File: src/rtl/sph_icg_pkg.sv
`default_nettype none
// ----------------------------------------------------------------------------
// SPH interface color gradient package
// Shared widths, register indexes, command and status types.
// ----------------------------------------------------------------------------
package sph_icg_pkg;

  localparam int VOL_W     = 31;
  localparam int DENS_W    = 31;
  localparam int DW_W      = 32;
  localparam int DIR_W     = 16;
  localparam int GRAD_W    = 32;
  localparam int NORM_W    = 16;
  localparam int SUM_W     = 48;
  localparam int CFG_IDX_W = 3;
  localparam int DIV_NUM_W = 64;
  localparam int DIV_DEN_W = 34;

  localparam logic [CFG_IDX_W-1:0] REG_OWN_DENSITY = 3'd0;
  localparam logic [CFG_IDX_W-1:0] REG_CONTACT_A   = 3'd1;
  localparam logic [CFG_IDX_W-1:0] REG_CONTACT_B   = 3'd2;
  localparam logic [CFG_IDX_W-1:0] REG_CONTACT_C   = 3'd3;
  localparam logic [CFG_IDX_W-1:0] REG_CONTACT_D   = 3'd4;

  localparam logic [DENS_W-1:0] DENS_RESET = 31'd65536000;
  localparam logic [1:0]        COMP_LAST  = 2'd2;

  typedef enum logic [1:0] {
    DK_R,
    DK_Q,
    DK_V,
    DK_N
  } div_kind_t;

  typedef enum logic [2:0] {
    MOP_VI,
    MOP_VJ,
    MOP_QW,
    MOP_MR,
    MOP_ME,
    MOP_GG
  } mul_op_t;

  typedef struct packed {
    logic        load;
    logic        div_start;
    logic        div_take;
    div_kind_t   dkind;
    logic        mul_en;
    mul_op_t     mop;
    logic        macc;
    logic        g_load;
    logic        root_init;
    logic        root_step;
    logic        out_load;
    logic [1:0]  idx;
  } cmd_t;

  typedef struct packed {
    logic contrib;
    logic last;
    logic div_done;
    logic root_last;
    logic out_full;
  } sts_t;

  typedef struct packed {
    logic [VOL_W-1:0]        own_volume;
    logic                    on_surface;
    logic [1:0]              body;
    logic                    neighbour_present;
    logic [VOL_W-1:0]        neighbour_volume;
    logic signed [DW_W-1:0]  kernel_weight;
    logic signed [DIR_W-1:0] dir_x;
    logic signed [DIR_W-1:0] dir_y;
    logic signed [DIR_W-1:0] dir_z;
    logic                    last;
  } item_t;

  typedef struct packed {
    logic signed [GRAD_W-1:0] grad_x;
    logic signed [GRAD_W-1:0] grad_y;
    logic signed [GRAD_W-1:0] grad_z;
    logic signed [NORM_W-1:0] normal_x;
    logic signed [NORM_W-1:0] normal_y;
    logic signed [NORM_W-1:0] normal_z;
  } res_t;

endpackage
`default_nettype wire

File: src/rtl/sph_icg_ctrl.sv
`default_nettype none
// ----------------------------------------------------------------------------
// Controller
// Sequences the term and accumulation steps of each contributing item, then the norm and normal steps after the last.
// ----------------------------------------------------------------------------
module sph_icg_ctrl import sph_icg_pkg::*; (
  input  logic clk,
  input  logic rst,
  input  logic in_valid,
  output logic in_ready,
  output cmd_t cmd,
  input  sts_t sts
);

  typedef enum logic [19:0] {
    S_IDLE = 20'h00001,
    S_EVAL = 20'h00002,
    S_RGO  = 20'h00004,
    S_RWT  = 20'h00008,
    S_SVI  = 20'h00010,
    S_SVJ  = 20'h00020,
    S_QGO  = 20'h00040,
    S_QWT  = 20'h00080,
    S_MQW  = 20'h00100,
    S_MMR  = 20'h00200,
    S_VGO  = 20'h00400,
    S_VWT  = 20'h00800,
    S_TERM = 20'h01000,
    S_GLD  = 20'h02000,
    S_GSQ  = 20'h04000,
    S_RINI = 20'h08000,
    S_ROOT = 20'h10000,
    S_NGO  = 20'h20000,
    S_NWT  = 20'h40000,
    S_OUT  = 20'h80000
  } state_t;

  state_t     state, state_next;
  logic [1:0] idx, idx_next;

  assign in_ready = (state == S_IDLE);

  always_ff @(posedge clk) begin
    if (rst) begin
      state <= S_IDLE;
      idx   <= '0;
    end else begin
      state <= state_next;
      idx   <= idx_next;
    end
  end

  always_comb begin
    cmd        = '0;
    cmd.idx    = idx;
    state_next = state;
    idx_next   = idx;
    case (state)
      S_IDLE: begin
        if (in_valid) begin
          cmd.load   = 1'b1;
          state_next = S_EVAL;
        end
      end
      S_EVAL: begin
        if (sts.contrib) state_next = S_RGO;
        else if (sts.last) state_next = S_GLD;
        else state_next = S_IDLE;
      end
      S_RGO: begin
        cmd.dkind     = DK_R;
        cmd.div_start = 1'b1;
        state_next    = S_RWT;
      end
      S_RWT: begin
        cmd.dkind = DK_R;
        if (sts.div_done) begin
          cmd.div_take = 1'b1;
          state_next   = S_SVI;
        end
      end
      S_SVI: begin
        cmd.mul_en = 1'b1;
        cmd.mop    = MOP_VI;
        state_next = S_SVJ;
      end
      S_SVJ: begin
        cmd.mul_en = 1'b1;
        cmd.mop    = MOP_VJ;
        cmd.macc   = 1'b1;
        state_next = S_QGO;
      end
      S_QGO: begin
        cmd.dkind     = DK_Q;
        cmd.div_start = 1'b1;
        state_next    = S_QWT;
      end
      S_QWT: begin
        cmd.dkind = DK_Q;
        if (sts.div_done) begin
          cmd.div_take = 1'b1;
          state_next   = S_MQW;
        end
      end
      S_MQW: begin
        cmd.mul_en = 1'b1;
        cmd.mop    = MOP_QW;
        state_next = S_MMR;
      end
      S_MMR: begin
        cmd.mul_en = 1'b1;
        cmd.mop    = MOP_MR;
        state_next = S_VGO;
      end
      S_VGO: begin
        cmd.dkind     = DK_V;
        cmd.div_start = 1'b1;
        state_next    = S_VWT;
      end
      S_VWT: begin
        cmd.dkind = DK_V;
        if (sts.div_done) begin
          cmd.div_take = 1'b1;
          state_next   = S_TERM;
        end
      end
      S_TERM: begin
        cmd.mul_en = 1'b1;
        cmd.mop    = MOP_ME;
        if (idx == COMP_LAST) begin
          idx_next   = '0;
          state_next = sts.last ? S_GLD : S_IDLE;
        end else begin
          idx_next = idx + 2'd1;
        end
      end
      S_GLD: begin
        cmd.g_load = 1'b1;
        state_next = S_GSQ;
      end
      S_GSQ: begin
        cmd.mul_en = 1'b1;
        cmd.mop    = MOP_GG;
        cmd.macc   = (idx != '0);
        if (idx == COMP_LAST) begin
          idx_next   = '0;
          state_next = S_RINI;
        end else begin
          idx_next = idx + 2'd1;
        end
      end
      S_RINI: begin
        cmd.root_init = 1'b1;
        state_next    = S_ROOT;
      end
      S_ROOT: begin
        cmd.root_step = 1'b1;
        if (sts.root_last) state_next = S_NGO;
      end
      S_NGO: begin
        cmd.dkind     = DK_N;
        cmd.div_start = 1'b1;
        state_next    = S_NWT;
      end
      S_NWT: begin
        cmd.dkind = DK_N;
        if (sts.div_done) begin
          cmd.div_take = 1'b1;
          if (idx == COMP_LAST) begin
            idx_next   = '0;
            state_next = S_OUT;
          end else begin
            idx_next   = idx + 2'd1;
            state_next = S_NGO;
          end
        end
      end
      S_OUT: begin
        if (!sts.out_full) begin
          cmd.out_load = 1'b1;
          state_next   = S_IDLE;
        end
      end
      default: begin
        state_next = S_IDLE;
      end
    endcase
  end

endmodule
`default_nettype wire

File: config.mk
export PLATFORM = sky130hd
export DESIGN_NAME = sph_icg_ctrl
export DESIGN_NICKNAME = d
export VERILOG_FILES = /design/src/rtl/sph_icg_pkg.sv /design/src/rtl/sph_icg_ctrl.sv
export SDC_FILE = /design/constraint.sdc
export NUM_CORES = 1
export LEC_CHECK = 0
export ABC_AREA = 1
export ABC_CLOCK_PERIOD_IN_PS = 3800
export BUFFER_PORTS_ARGS = -buffer_cell sky130_fd_sc_hd__clkbuf_2
export CAP_MARGIN = 25
export CORE_ASPECT_RATIO = 1.5
export CORE_MARGIN = 3
export CORE_UTILIZATION = 35
export CTS_CLUSTER_DIAMETER = 100
export CTS_CLUSTER_SIZE = 28
export DETAILED_ROUTE_END_ITERATION = 10
export GPL_TIMING_DRIVEN = 0
export HOLD_SLACK_MARGIN = 0.12
export PLACE_DENSITY = 0.6
export SYNTH_ARGS = -nofsm -noshare
export SYNTH_HDL_FRONTEND = slang
export SYNTH_SLANG_ARGS = --single-unit
File: constraint.sdc
create_clock -name clk -period 3.8 [get_ports clk]
set_input_delay 0 -clock clk [delete_from_list [all_inputs] [get_ports clk]]
set_output_delay 0 -clock clk [all_outputs]
set_load 0.01 [all_outputs]
==> results.md, run 1 <==
- Status: completed
- Final worst slack: 1180 ps
- Power Total: 1.45 mW
- Worst R2R Start: state[15]$_SDFFE_PP0P_
- H-tree Lvls: 1
- Main area contributors after synthesis: dfxtp_1, nand2_1, inv_1
- First-pass GRT wire length: 6810 um
- Crit-path slowest cell: dlygate4sd3_1
- Register clock-pin slew on the reported worst setup and hold paths: 80 ps
- Synthesized area per cell: 6.14 sq um
- Fin crit period: 2620 ps
- P&R area growth vs syn: 19.3%
- Filler cell count: 443
- Final nets: 297
- Hold_ws: 221 ps
- CTS tree: yes
- Max_cap viols: 0
- Clock Path Buffers: 2
- Max-slew headroom: 79.2%
- Initial core utilization: 36.5%
- Post-route DRC: 0
- Pre-antenna DRT Iters: 4
- CP max FO: 6
- Post-synth design cell area: 1550 sq um
- Die X-Extent: 60.3 um
- Total Die Area: 5270 sq um
- GRT Total Usage: 17.1%
- Vias in the first global route: 1544
- Setup bufs post-CTS: 0
- Leading area contributor after synthesis: dfxtp_1
- Yosys warning total: 0
- Routed Wire Length: 4040 um
- GPL Wtd Cong: 0.911
- Peak VDD IR: 0.000538 V
- Skew-Pair Late Insertion Delay: 270 ps
- Sum Neg Setup Slack: 0 ps
- Post-Syn Nets: 260
- Core Area: 4250 sq um
- Most frequent cells in the layout: nand2_1, inv_1, nor2_2, clkbuf_2
- Initial antenna violation count: 0
- DP Cell Count: 322
- Sw Ratio: 52.7%
- Number of synthesized flops with an enable pin: 0
- Source of the critical timing path: state[15]$_SDFFE_PP0P_
- Via count: 1568
- Register area share after synthesis: 28.5%
- Leak pwr: 1.07 nW
- Post-cts sizing count: 0
- Most common cell after layout, fill and taps aside: nand2_1
- CTS Buf Count: 3
- PortBufs: 24
- # diodes: 0
- Design area: 1850 sq um
- Share of the synthesized area in the top cell type: 28.5%
- Cells after synthesis: 252
- Num Clock Sinks: 22
- Worst path cell trace: nor2_2 -> nand2_2 -> nor2_2 -> nand3_1 -> o21ai_0 -> nand2_1 -> dlygate4sd3_1 -> nor3_1 -> dlygate4sd3_1
- Total grt overflow: 0
- WL/cell: 12.1 um
- Fmax achieved: 0.381 GHz
- Setup CP Type: reg -> reg
- Area of the multi-input gates: 870 sq um
- CP arrival: 2840 ps
- Max stage delay on crit path: 570 ps
- Worst Setup Start Kind: flop
- Synth Register Bits: 22
- Worst Skew: 6.47 ps
- Row count: 29
- Vias per cell: 4.71
- Cell internal pwr: 0.686 mW
- Worst-Margin Slew: 310 ps
- Detailed placement HPWL: 3260 um
- CP Capture Type: flop
- Final hold viol count: 0
- Die Y: 87.4 um
- Setup WS pre-CTS: 2030 ps
- Largest net degree at the start of global routing: 12
- Gate power share: 67.9%
- Netlist cell types: 24
- Hold Crit Start: sts[2]
- Seq. cell area: 440 sq um
- Net switching power: 0.764 mW
- Tcrit/Tclk final: 69.0%
- Layout cells sized above 1: 26.5%
- Setup violations, final: 0
- Antenna Nets Post-Route: 0
- Slew Viols, Final: 0
- Post-Layout Cell Count: 333
- Clock power share: 10.1%
- Hold/Removal Path Class: in -> reg
- Top Ports: 25
- Top_reg_cell synth: dfxtp_1
- Starting DRC count in detailed routing: 44
- CTS root buffer: clkbuf_8
- Post-place instance area: 1730 sq um
- Seq pwr share: 22.0%
- Unrepaired setup endpoints after global routing: false
- Critical Path RT: 4010 ps
- Hold Buf Count CTS: 8
- Post-synth ARST share: 0%
- PwrDens: 785 nW/um^2
- Util after Layout: 43.5%
[worst paths after layout]
kind	endpoint	slack, ps	depth (start not counted)
setup / recovery	state[13]$_SDFFE_PP0P_	1180	9
hold / removal	state[3]$_SDFFE_PP0P_	220	6
setup reg to reg	state[13]$_SDFFE_PP0P_	1180	9
hold reg to reg	state[3]$_SDFFE_PP0P_	530	2
[power by group through the flow]
stage,combinational [mW],sequential (mW),clock (mW)
after floorplan,0.768,0.317,0
after global placement,0.979,0.323,0
after detailed placement,0.985,0.324,0
after CTS,0.994,0.319,0.153
after global routing,1.11,0.325,0.156
final,0.985,0.318,0.147
[layout make-up]
cell class | count | share of cell area [%]
multi-input cells | 172 | 47.1
flip-flops and latches | 22 | 23.8
inverters | 55 | 11.2
repair buffers | 32 | 10.8
well taps | 46 | 3.12
clock buffers | 3 | 2.24
plain buffers | 3 | 1.69
[layer usage]
metal | share of wire [%] | GRT usage (%) | wire length, um
met2 | 55 | 31.4 | 2230
met5 | 0 | 0 | 0
met3 | 2.0 | 1.63 | 82
met4 | 2.9 | 8.27 | 119
met1 | 40 | 18.9 | 1610
[critical path: cells and delay by family, from the launching register on]
family	cells	cell delay [ps]
simple gates	6	860
buf+inv	2	1130
flops	1	340
compound gates	1	230
[flip-flops by register name (all words and copies together), names as in the netlist]
register	cells
state	20
idx	2
[kinds of logic (layout without fill, tap and decap cells)]
logic type	Yosys count	in the layout	share of synthesized area, %
AOI/OAI and AO/OA	16	16	6.06
buffers and inverters	58	93	15.4
DFF	22	22	28.5
and+or+nand+nor	156	156	50.1
[cells in the mapped netlist, types with 2 or more instances]
master	number
nand2_2	12
nand3b_1	7
inv_1	49
nor2_2	24
o21ai_0	8
a21oi_1	3
nand3_1	17
o21ai_2	2
nor3_1	17
inv_2	5
nor2_1	22
nand2_1	51
nand4_1	2
dfxtp_1	22
nand2_4	2
(Power assumes the default switching activity.)
==> run 2, diff against run 1 <==
Settings changed: ABC_CLOCK_PERIOD_IN_PS 3800 to 2530.
Clock period 3.8 ns to 2.53 ns, I/O delays scaled along.
==> run 2 against run 1 <==
Against the previous run: wire length shrank 0.67%; sequential share of layout area grew 0.13 points; combinational power grew 50%; cell area shrank 0.54%.
==> results.md, run 2 (synthesis gave the netlist of run 1 again) <==
- Biggest regs: state: 20 flops, idx: 2 flops
- First-pass GRT wire length: 6810 um
- Peak VDD IR: 0.000807 V
- Worst Skew: 3.49 ps
- Vias per cell: 4.72
- WL/cell: 12.1 um
- Largest register by flop count: state
- Setup bufs post-CTS: 0
- Via count: 1566
- Worst setup path endpoint: state[13]$_SDFFE_PP0P_
- GPL Wtd Cong: 0.911
- Worst-Margin Slew: 312 ps
- CP Capture Type: flop
- Die Y: 87.4 um
- Routed Wire Length: 4010 um
- R2r endpoint: state[13]$_SDFFE_PP0P_
- Worst Setup Start Kind: flop
- Hold Path Depth: 6
- PortBufs: 24
- Setup CP Type: reg -> reg
- Most frequent cells in the layout: nand2_1, inv_1, nor2_2, clkbuf_2
- Fmax achieved: 0.483 GHz
- P&R area growth vs syn: 18.7%
- Core Area: 4250 sq um
- CTS root buffer: clkbuf_8
- H-tree Lvls: 1
- R2r setup slk: 460 ps
- Unrepaired setup endpoints after global routing: false
- Routed met1 length: 1580 um
- Largest net degree at the start of global routing: 12
- Vias in the first global route: 1553
- Worst R2R Start: state[15]$_SDFFE_PP0P_
- Util after Layout: 43.3%
- Met3 wire len: 93 um
- Total Die Area: 5270 sq um
- Die X-Extent: 60.3 um
- Fin crit period: 2070 ps
- Status: completed
- Layout cells sized above 1: 26.6%
- CTS tree: yes
- Tcrit/Tclk final: 81.9%
- GRT Total Usage: 17.1%
- Num Clock Sinks: 22
- Clock Path Buffers: 2
- CTS Buf Count: 3
- Critical Path RT: 2720 ps
- Most common cell after layout, fill and taps aside: nand2_1
- # diodes: 0
- Source of the critical timing path: state[15]$_SDFFE_PP0P_
- DR top layer: met4
- PwrDens: 1180 nW/um^2
- Row count: 29
- Max FFs per register: 20
- Post-route DRC: 0
- Skew-Pair Late Insertion Delay: 260 ps
- Leak pwr: 1.06 nW
- Met2 Routed Length: 2230 um
- Final nets: 296
- Pre-antenna DRT Iters: 4
- CP arrival: 2260 ps
- Initial core utilization: 36.5%
- Register clock-pin slew on the reported worst setup and hold paths: 80 ps
- Hold/Removal Path Class: in -> reg
- Initial antenna violation count: 0
- Post-cts sizing count: 0
- Slew Viols, Final: 0
- Starting DRC count in detailed routing: 47
- Max-slew headroom: 79.1%
- Detailed placement HPWL: 3260 um
- R2R cell count: 8
- Max_cap viols: 0
- Antenna Nets Post-Route: 0
- Top Ports: 25
- Setup violations, final: 0
- CP max FO: 6
- Final hold viol count: 0
- Sum Neg Setup Slack: 0 ps
- Total grt overflow: 0
## run 2: changes by cell type in the layout (fill, tap and decap cells not counted)
cell / previous run / this run
dlygate4sd3_1: 8 / 7
## run 2: layer usage
| metal | track usage, % | up-vias |
|---|---|---|
| met5 | 0 | - |
| met4 | 8.27 | 0 |
| met3 | 1.63 | 8 |
| met2 | 31.3 | 21 |
| met1 | 18.9 | 695 |
| li1 | - | 842 |
## run 2: worst min path at each step
stage,from,end,slack (ps)
finish,sts[2],state[3]$_SDFFE_PP0P_,220
global route,sts[2],state[3]$_SDFFE_PP0P_,260
CTS,sts[2],state[3]$_SDFFE_PP0P_,210
detailed placement,sts[3],state[13]$_SDFFE_PP0P_,240
global placement,sts[3],state[13]$_SDFFE_PP0P_,240
floorplan,sts[0],cmd[2],50
## run 2: power breakdown
group | internal (mW) | switching, mW | leakage [nW] | total, mW
registers | 0.421 | 0.0572 | 0.178 | 0.478
logic | 0.503 | 0.974 | 0.865 | 1.48
clock network | 0.106 | 0.112 | 0.0216 | 0.219
total | 1.03 | 1.14 | 1.06 | 2.17
## run 2: cell type report
type | count | area [sq um]
inverter | 55 | 206
fill | 440 | 2410
sequential | 22 | 440
timing repair buffer | 31 | 190
tap | 46 | 57.6
buffer | 3 | 31.3
multi-input combinational | 172 | 870
clock buffer | 3 | 41.3
## run 2: metrics by stage
stage | area, sq um | instances | setup slack [ps] | power, mW | hold WS [ps]
global placement | 1730 | 322 | 759 | 1.95 | 236
finish | 1840 | 332 | 459 | 2.17 | 219
CTS | 1840 | 332 | 481 | 2.20 | 209
detailed placement | 1730 | 322 | 758 | 1.97 | 238
global route | 1840 | 332 | 239 | 2.39 | 262
floorplan | 1550 | 252 | 1030 | 1.63 | 47.5
## run 2: critical path, cell delays in order (launching register included)
cell and delay [ps]:
dfxtp_1 340, nor2_2 150, nand2_2 90, nor2_2 220
nand3_1 180, o21ai_0 230, nand2_1 70, dlygate4sd3_1 560
nor3_1 150
## run 2: repair_timing
item	4_1_cts	5_1_grt
hold buffers	7	0
endpoints found under the hold margin	4	0
setup endpoints to repair	0	0
==> run 3, diff against run 2 <==
Settings changed: ABC_AREA 1 to 0, ABC_CLOCK_PERIOD_IN_PS 2530 to 1750, PLACE_DENSITY 0.6 to 0.62.
Clock period 2.53 ns to 1.75 ns, I/O delays scaled along.
==> run 3 against run 2 <==
Against the previous run: sequential power is 7.9% higher; via count grew 15%; non-clock buffer count rose by 58; worst hold slack improved by 290 ps; cell count decreased by 8.4%; the run now ends with negative setup slack left; largest cell class unchanged; clock power grew 57%; combinational power is 62% lower; register-to-register slack worse by 850 ps; wire length grew 44%; clock-buffer cell count increased by 1.
==> results.md, run 3 <==
- Status: complete, but fails checks
- Failing checks: negative setup slack
- Layout cells sized above 1: 64.9%
- Top_reg_cell synth: dfxtp_1
- Synthesized area per cell: 8.66 sq um
- PwrDens: 548 nW/um^2
- Fmax achieved: 0.467 GHz
- Slew Viols, Final: 0
- Detailed placement HPWL: 3130 um
- Worst R2R Start: state[7]$_SDFFE_PP0P_
- DP Cell Count: 239
- Final worst slack: -391 ps
- Row count: 28
- GRT Total Usage: 19.4%
- Crit-path slowest cell: a2111oi_1
- Max stage delay on crit path: 590 ps
- CP arrival: 2330 ps
- Leak pwr: 1.10 nW
- Design area: 2610 sq um
- Final nets: 268
- Worst Setup Start Kind: flop
- Setup CP Type: reg -> reg
- Routed Wire Length: 5790 um
- Count leader, synth: dfxtp_1
- Total Die Area: 5030 sq um
- Pre-antenna DRT Iters: 4
- Main area contributors after synthesis: dfxtp_1, nor4_4, nor2_1
- Leading area contributor after synthesis: dfxtp_1
- CTS Buf Count: 3
- Netlist cell types: 51
- Yosys warning total: 0
- PortBufs: 24
- Hold Path Depth: 3
- R2r setup slk: -390 ps
- Skew-Pair Late Insertion Delay: 270 ps
- Hold Path Sink: state[2]$_SDFFE_PP0P_
- Via count: 1800
- Post-place instance area: 1710 sq um
- Final hold viol count: 0
- Antenna Nets Post-Route: 0
- Most common cell after layout, fill and taps aside: buf_4
- Core Area: 3990 sq um
- Post-synth design cell area: 1470 sq um
- GPL Wtd Cong: 0.834
- Filler cell count: 307
- Biggest regs: state: 20 flops, idx: 2 flops
- CP max FO: 7
- Power Total: 1.43 mW
- Synth top cells by count: dfxtp_1, nor2_1, a21oi_1, nor3_1, o21ai_0
- Register clock-pin slew on the reported worst setup and hold paths: 90 ps
- CTS tree: yes
- Register area share after synthesis: 29.9%
- R2r endpoint: state[0]$_SDFFE_PP1P_
- Hold Crit Start: rst
- # diodes: 0
- Worst path cell trace: nor2b_1 -> o311ai_0 -> o32ai_1 -> a2111oi_1 -> a32oi_1 -> o31ai_2
- WL/cell: 19.1 um
- Max-slew headroom: 57.0%
- Post-route DRC: 0
- Max_cap viols: 0
- Hold/Removal Path Class: in -> reg
- Tcrit/Tclk final: 122%
- Worst-Margin Slew: 645 ps
- CTS root buffer: clkbuf_8
- Post-Syn Nets: 178
- Starting DRC count in detailed routing: 72
- Critical Path RT: 1930 ps
- R2R cell count: 6
- Vias in the first global route: 1689
- Peak VDD IR: 0.000544 V
- First-pass GRT wire length: 7640 um
- Setup violations, final: 33
- Unrepaired setup endpoints after global routing: true
- CP Capture Type: flop
- Num Clock Sinks: 22
- Cells after synthesis: 170
- Total grt overflow: 0
- Number of synthesized flops with an enable pin: 0
- Synth Register Bits: 22
- Initial core utilization: 36.8%
- Vias per cell: 5.92
- Initial antenna violation count: 0
- Top Ports: 25
- Fin crit period: 2140 ps
- Max FFs per register: 20
- Post-Layout Cell Count: 304
- P&R area growth vs syn: 77.1%
- Largest net degree at the start of global routing: 13
- Die Y: 85.4 um
- Worst Skew: 7.07 ps
- Largest register by flop count: state
- Share of the synthesized area in the top cell type: 29.9%
- Post-synth ARST share: 0%
- H-tree Lvls: 1
- Most frequent cells in the layout: buf_4, buf_6, dfxtp_4, nor2_1, clkbuf_2
- Die X-Extent: 58.9 um
- Clock Path Buffers: 2
run 3: cell types whose count changed after synthesis, sizes merged, moves of 4 or more:
cell	delta
nor2b	+4
clkbuf	+5
nor4	+9
nand3	-11
and4	+4
nand2b	+4
nand2	-59
nand4	+5
a21oi	+8
inv	-49
nor2	-27
nor3	-5
run 3: repair_timing:
item | in CTS | in global routing
setup endpoints to repair | 36 | 36
buffers inserted | 31 | 32
hold endpoints to repair | 6 | 0
cloned | 0 | 0
pin swaps | 24 | 36
gates resized for setup | 40 | 79
hold buffers | 7 | 0
run 3: kinds of logic after synthesis:
group	Yosys count	share of synthesized area, %
simple gates	96	46.7
buf+inv	12	3.91
xor+xnor	6	3.57
flops	22	29.9
compound gates	33	15.2
mux	1	0.680
run 3: where the power goes:
part	switching [mW]	total (mW)	internal, mW
registers	0.0235	0.516	0.493
clock network	0.180	0.343	0.163
logic	0.273	0.569	0.296
total	0.476	1.43	0.952
run 3: worst max path at each step:
stage	from	to	slack (ps)	depth (start not counted)
finish	state[7]$_SDFFE_PP0P_	state[0]$_SDFFE_PP1P_	-390	6
global route	state[7]$_SDFFE_PP0P_	state[0]$_SDFFE_PP1P_	-510	6
CTS	state[19]$_SDFFE_PP0P_	state[0]$_SDFFE_PP1P_	-380	8
detailed placement	state[11]$_SDFFE_PP0P_	state[8]$_SDFFE_PP0P_	-570	8
global placement	state[11]$_SDFFE_PP0P_	state[8]$_SDFFE_PP0P_	-580	7
floorplan	state[11]$_SDFFE_PP0P_	state[8]$_SDFFE_PP0P_	-250	7
run 3: metal layers:
layer	vias up	track usage, %	part of all wire (%)
met5	-	0	0
met4	0	11.5	4.8
met3	21	2.13	4.8
met2	79	33.1	52
met1	871	22.4	38
li1	829	-	-
run 3: layout make-up:
type | instances | area (sq um) | share of cell area, %
flip-flops and latches | 22 | 510 | 19.6
repair buffers | 90 | 719 | 27.6
clock buffers | 4 | 45.0 | 1.73
multi-input cells | 136 | 1240 | 47.6
plain buffers | 2 | 15.0 | 0.576
inverters | 5 | 18.8 | 0.720
well taps | 45 | 56.3 | 2.16
run 3: worst max-delay path: cells and delay by family, from the launching register on:
kind	cells	cell delay (ps)
compound gates	5	1510
simple gates	1	150
flops	1	380
run 3: stage by stage:
| step | setup WS, ps | hold WS [ps] | utilization (%) | setup TNS [ps] |
|---|---|---|---|---|
| 6_report | -391 | 513 | 65.3 | -7610 |
| 5_1_grt | -508 | 543 | 65.3 | -10480 |
| 4_1_cts | -378 | 500 | 54.6 | -7560 |
| 3_5_place_dp | -570 | 233 | 42.9 | -9430 |
| 3_3_place_gp | -580 | 228 | 42.9 | -9360 |
| 2_1_floorplan | -254 | 54.4 | - | -3340 |
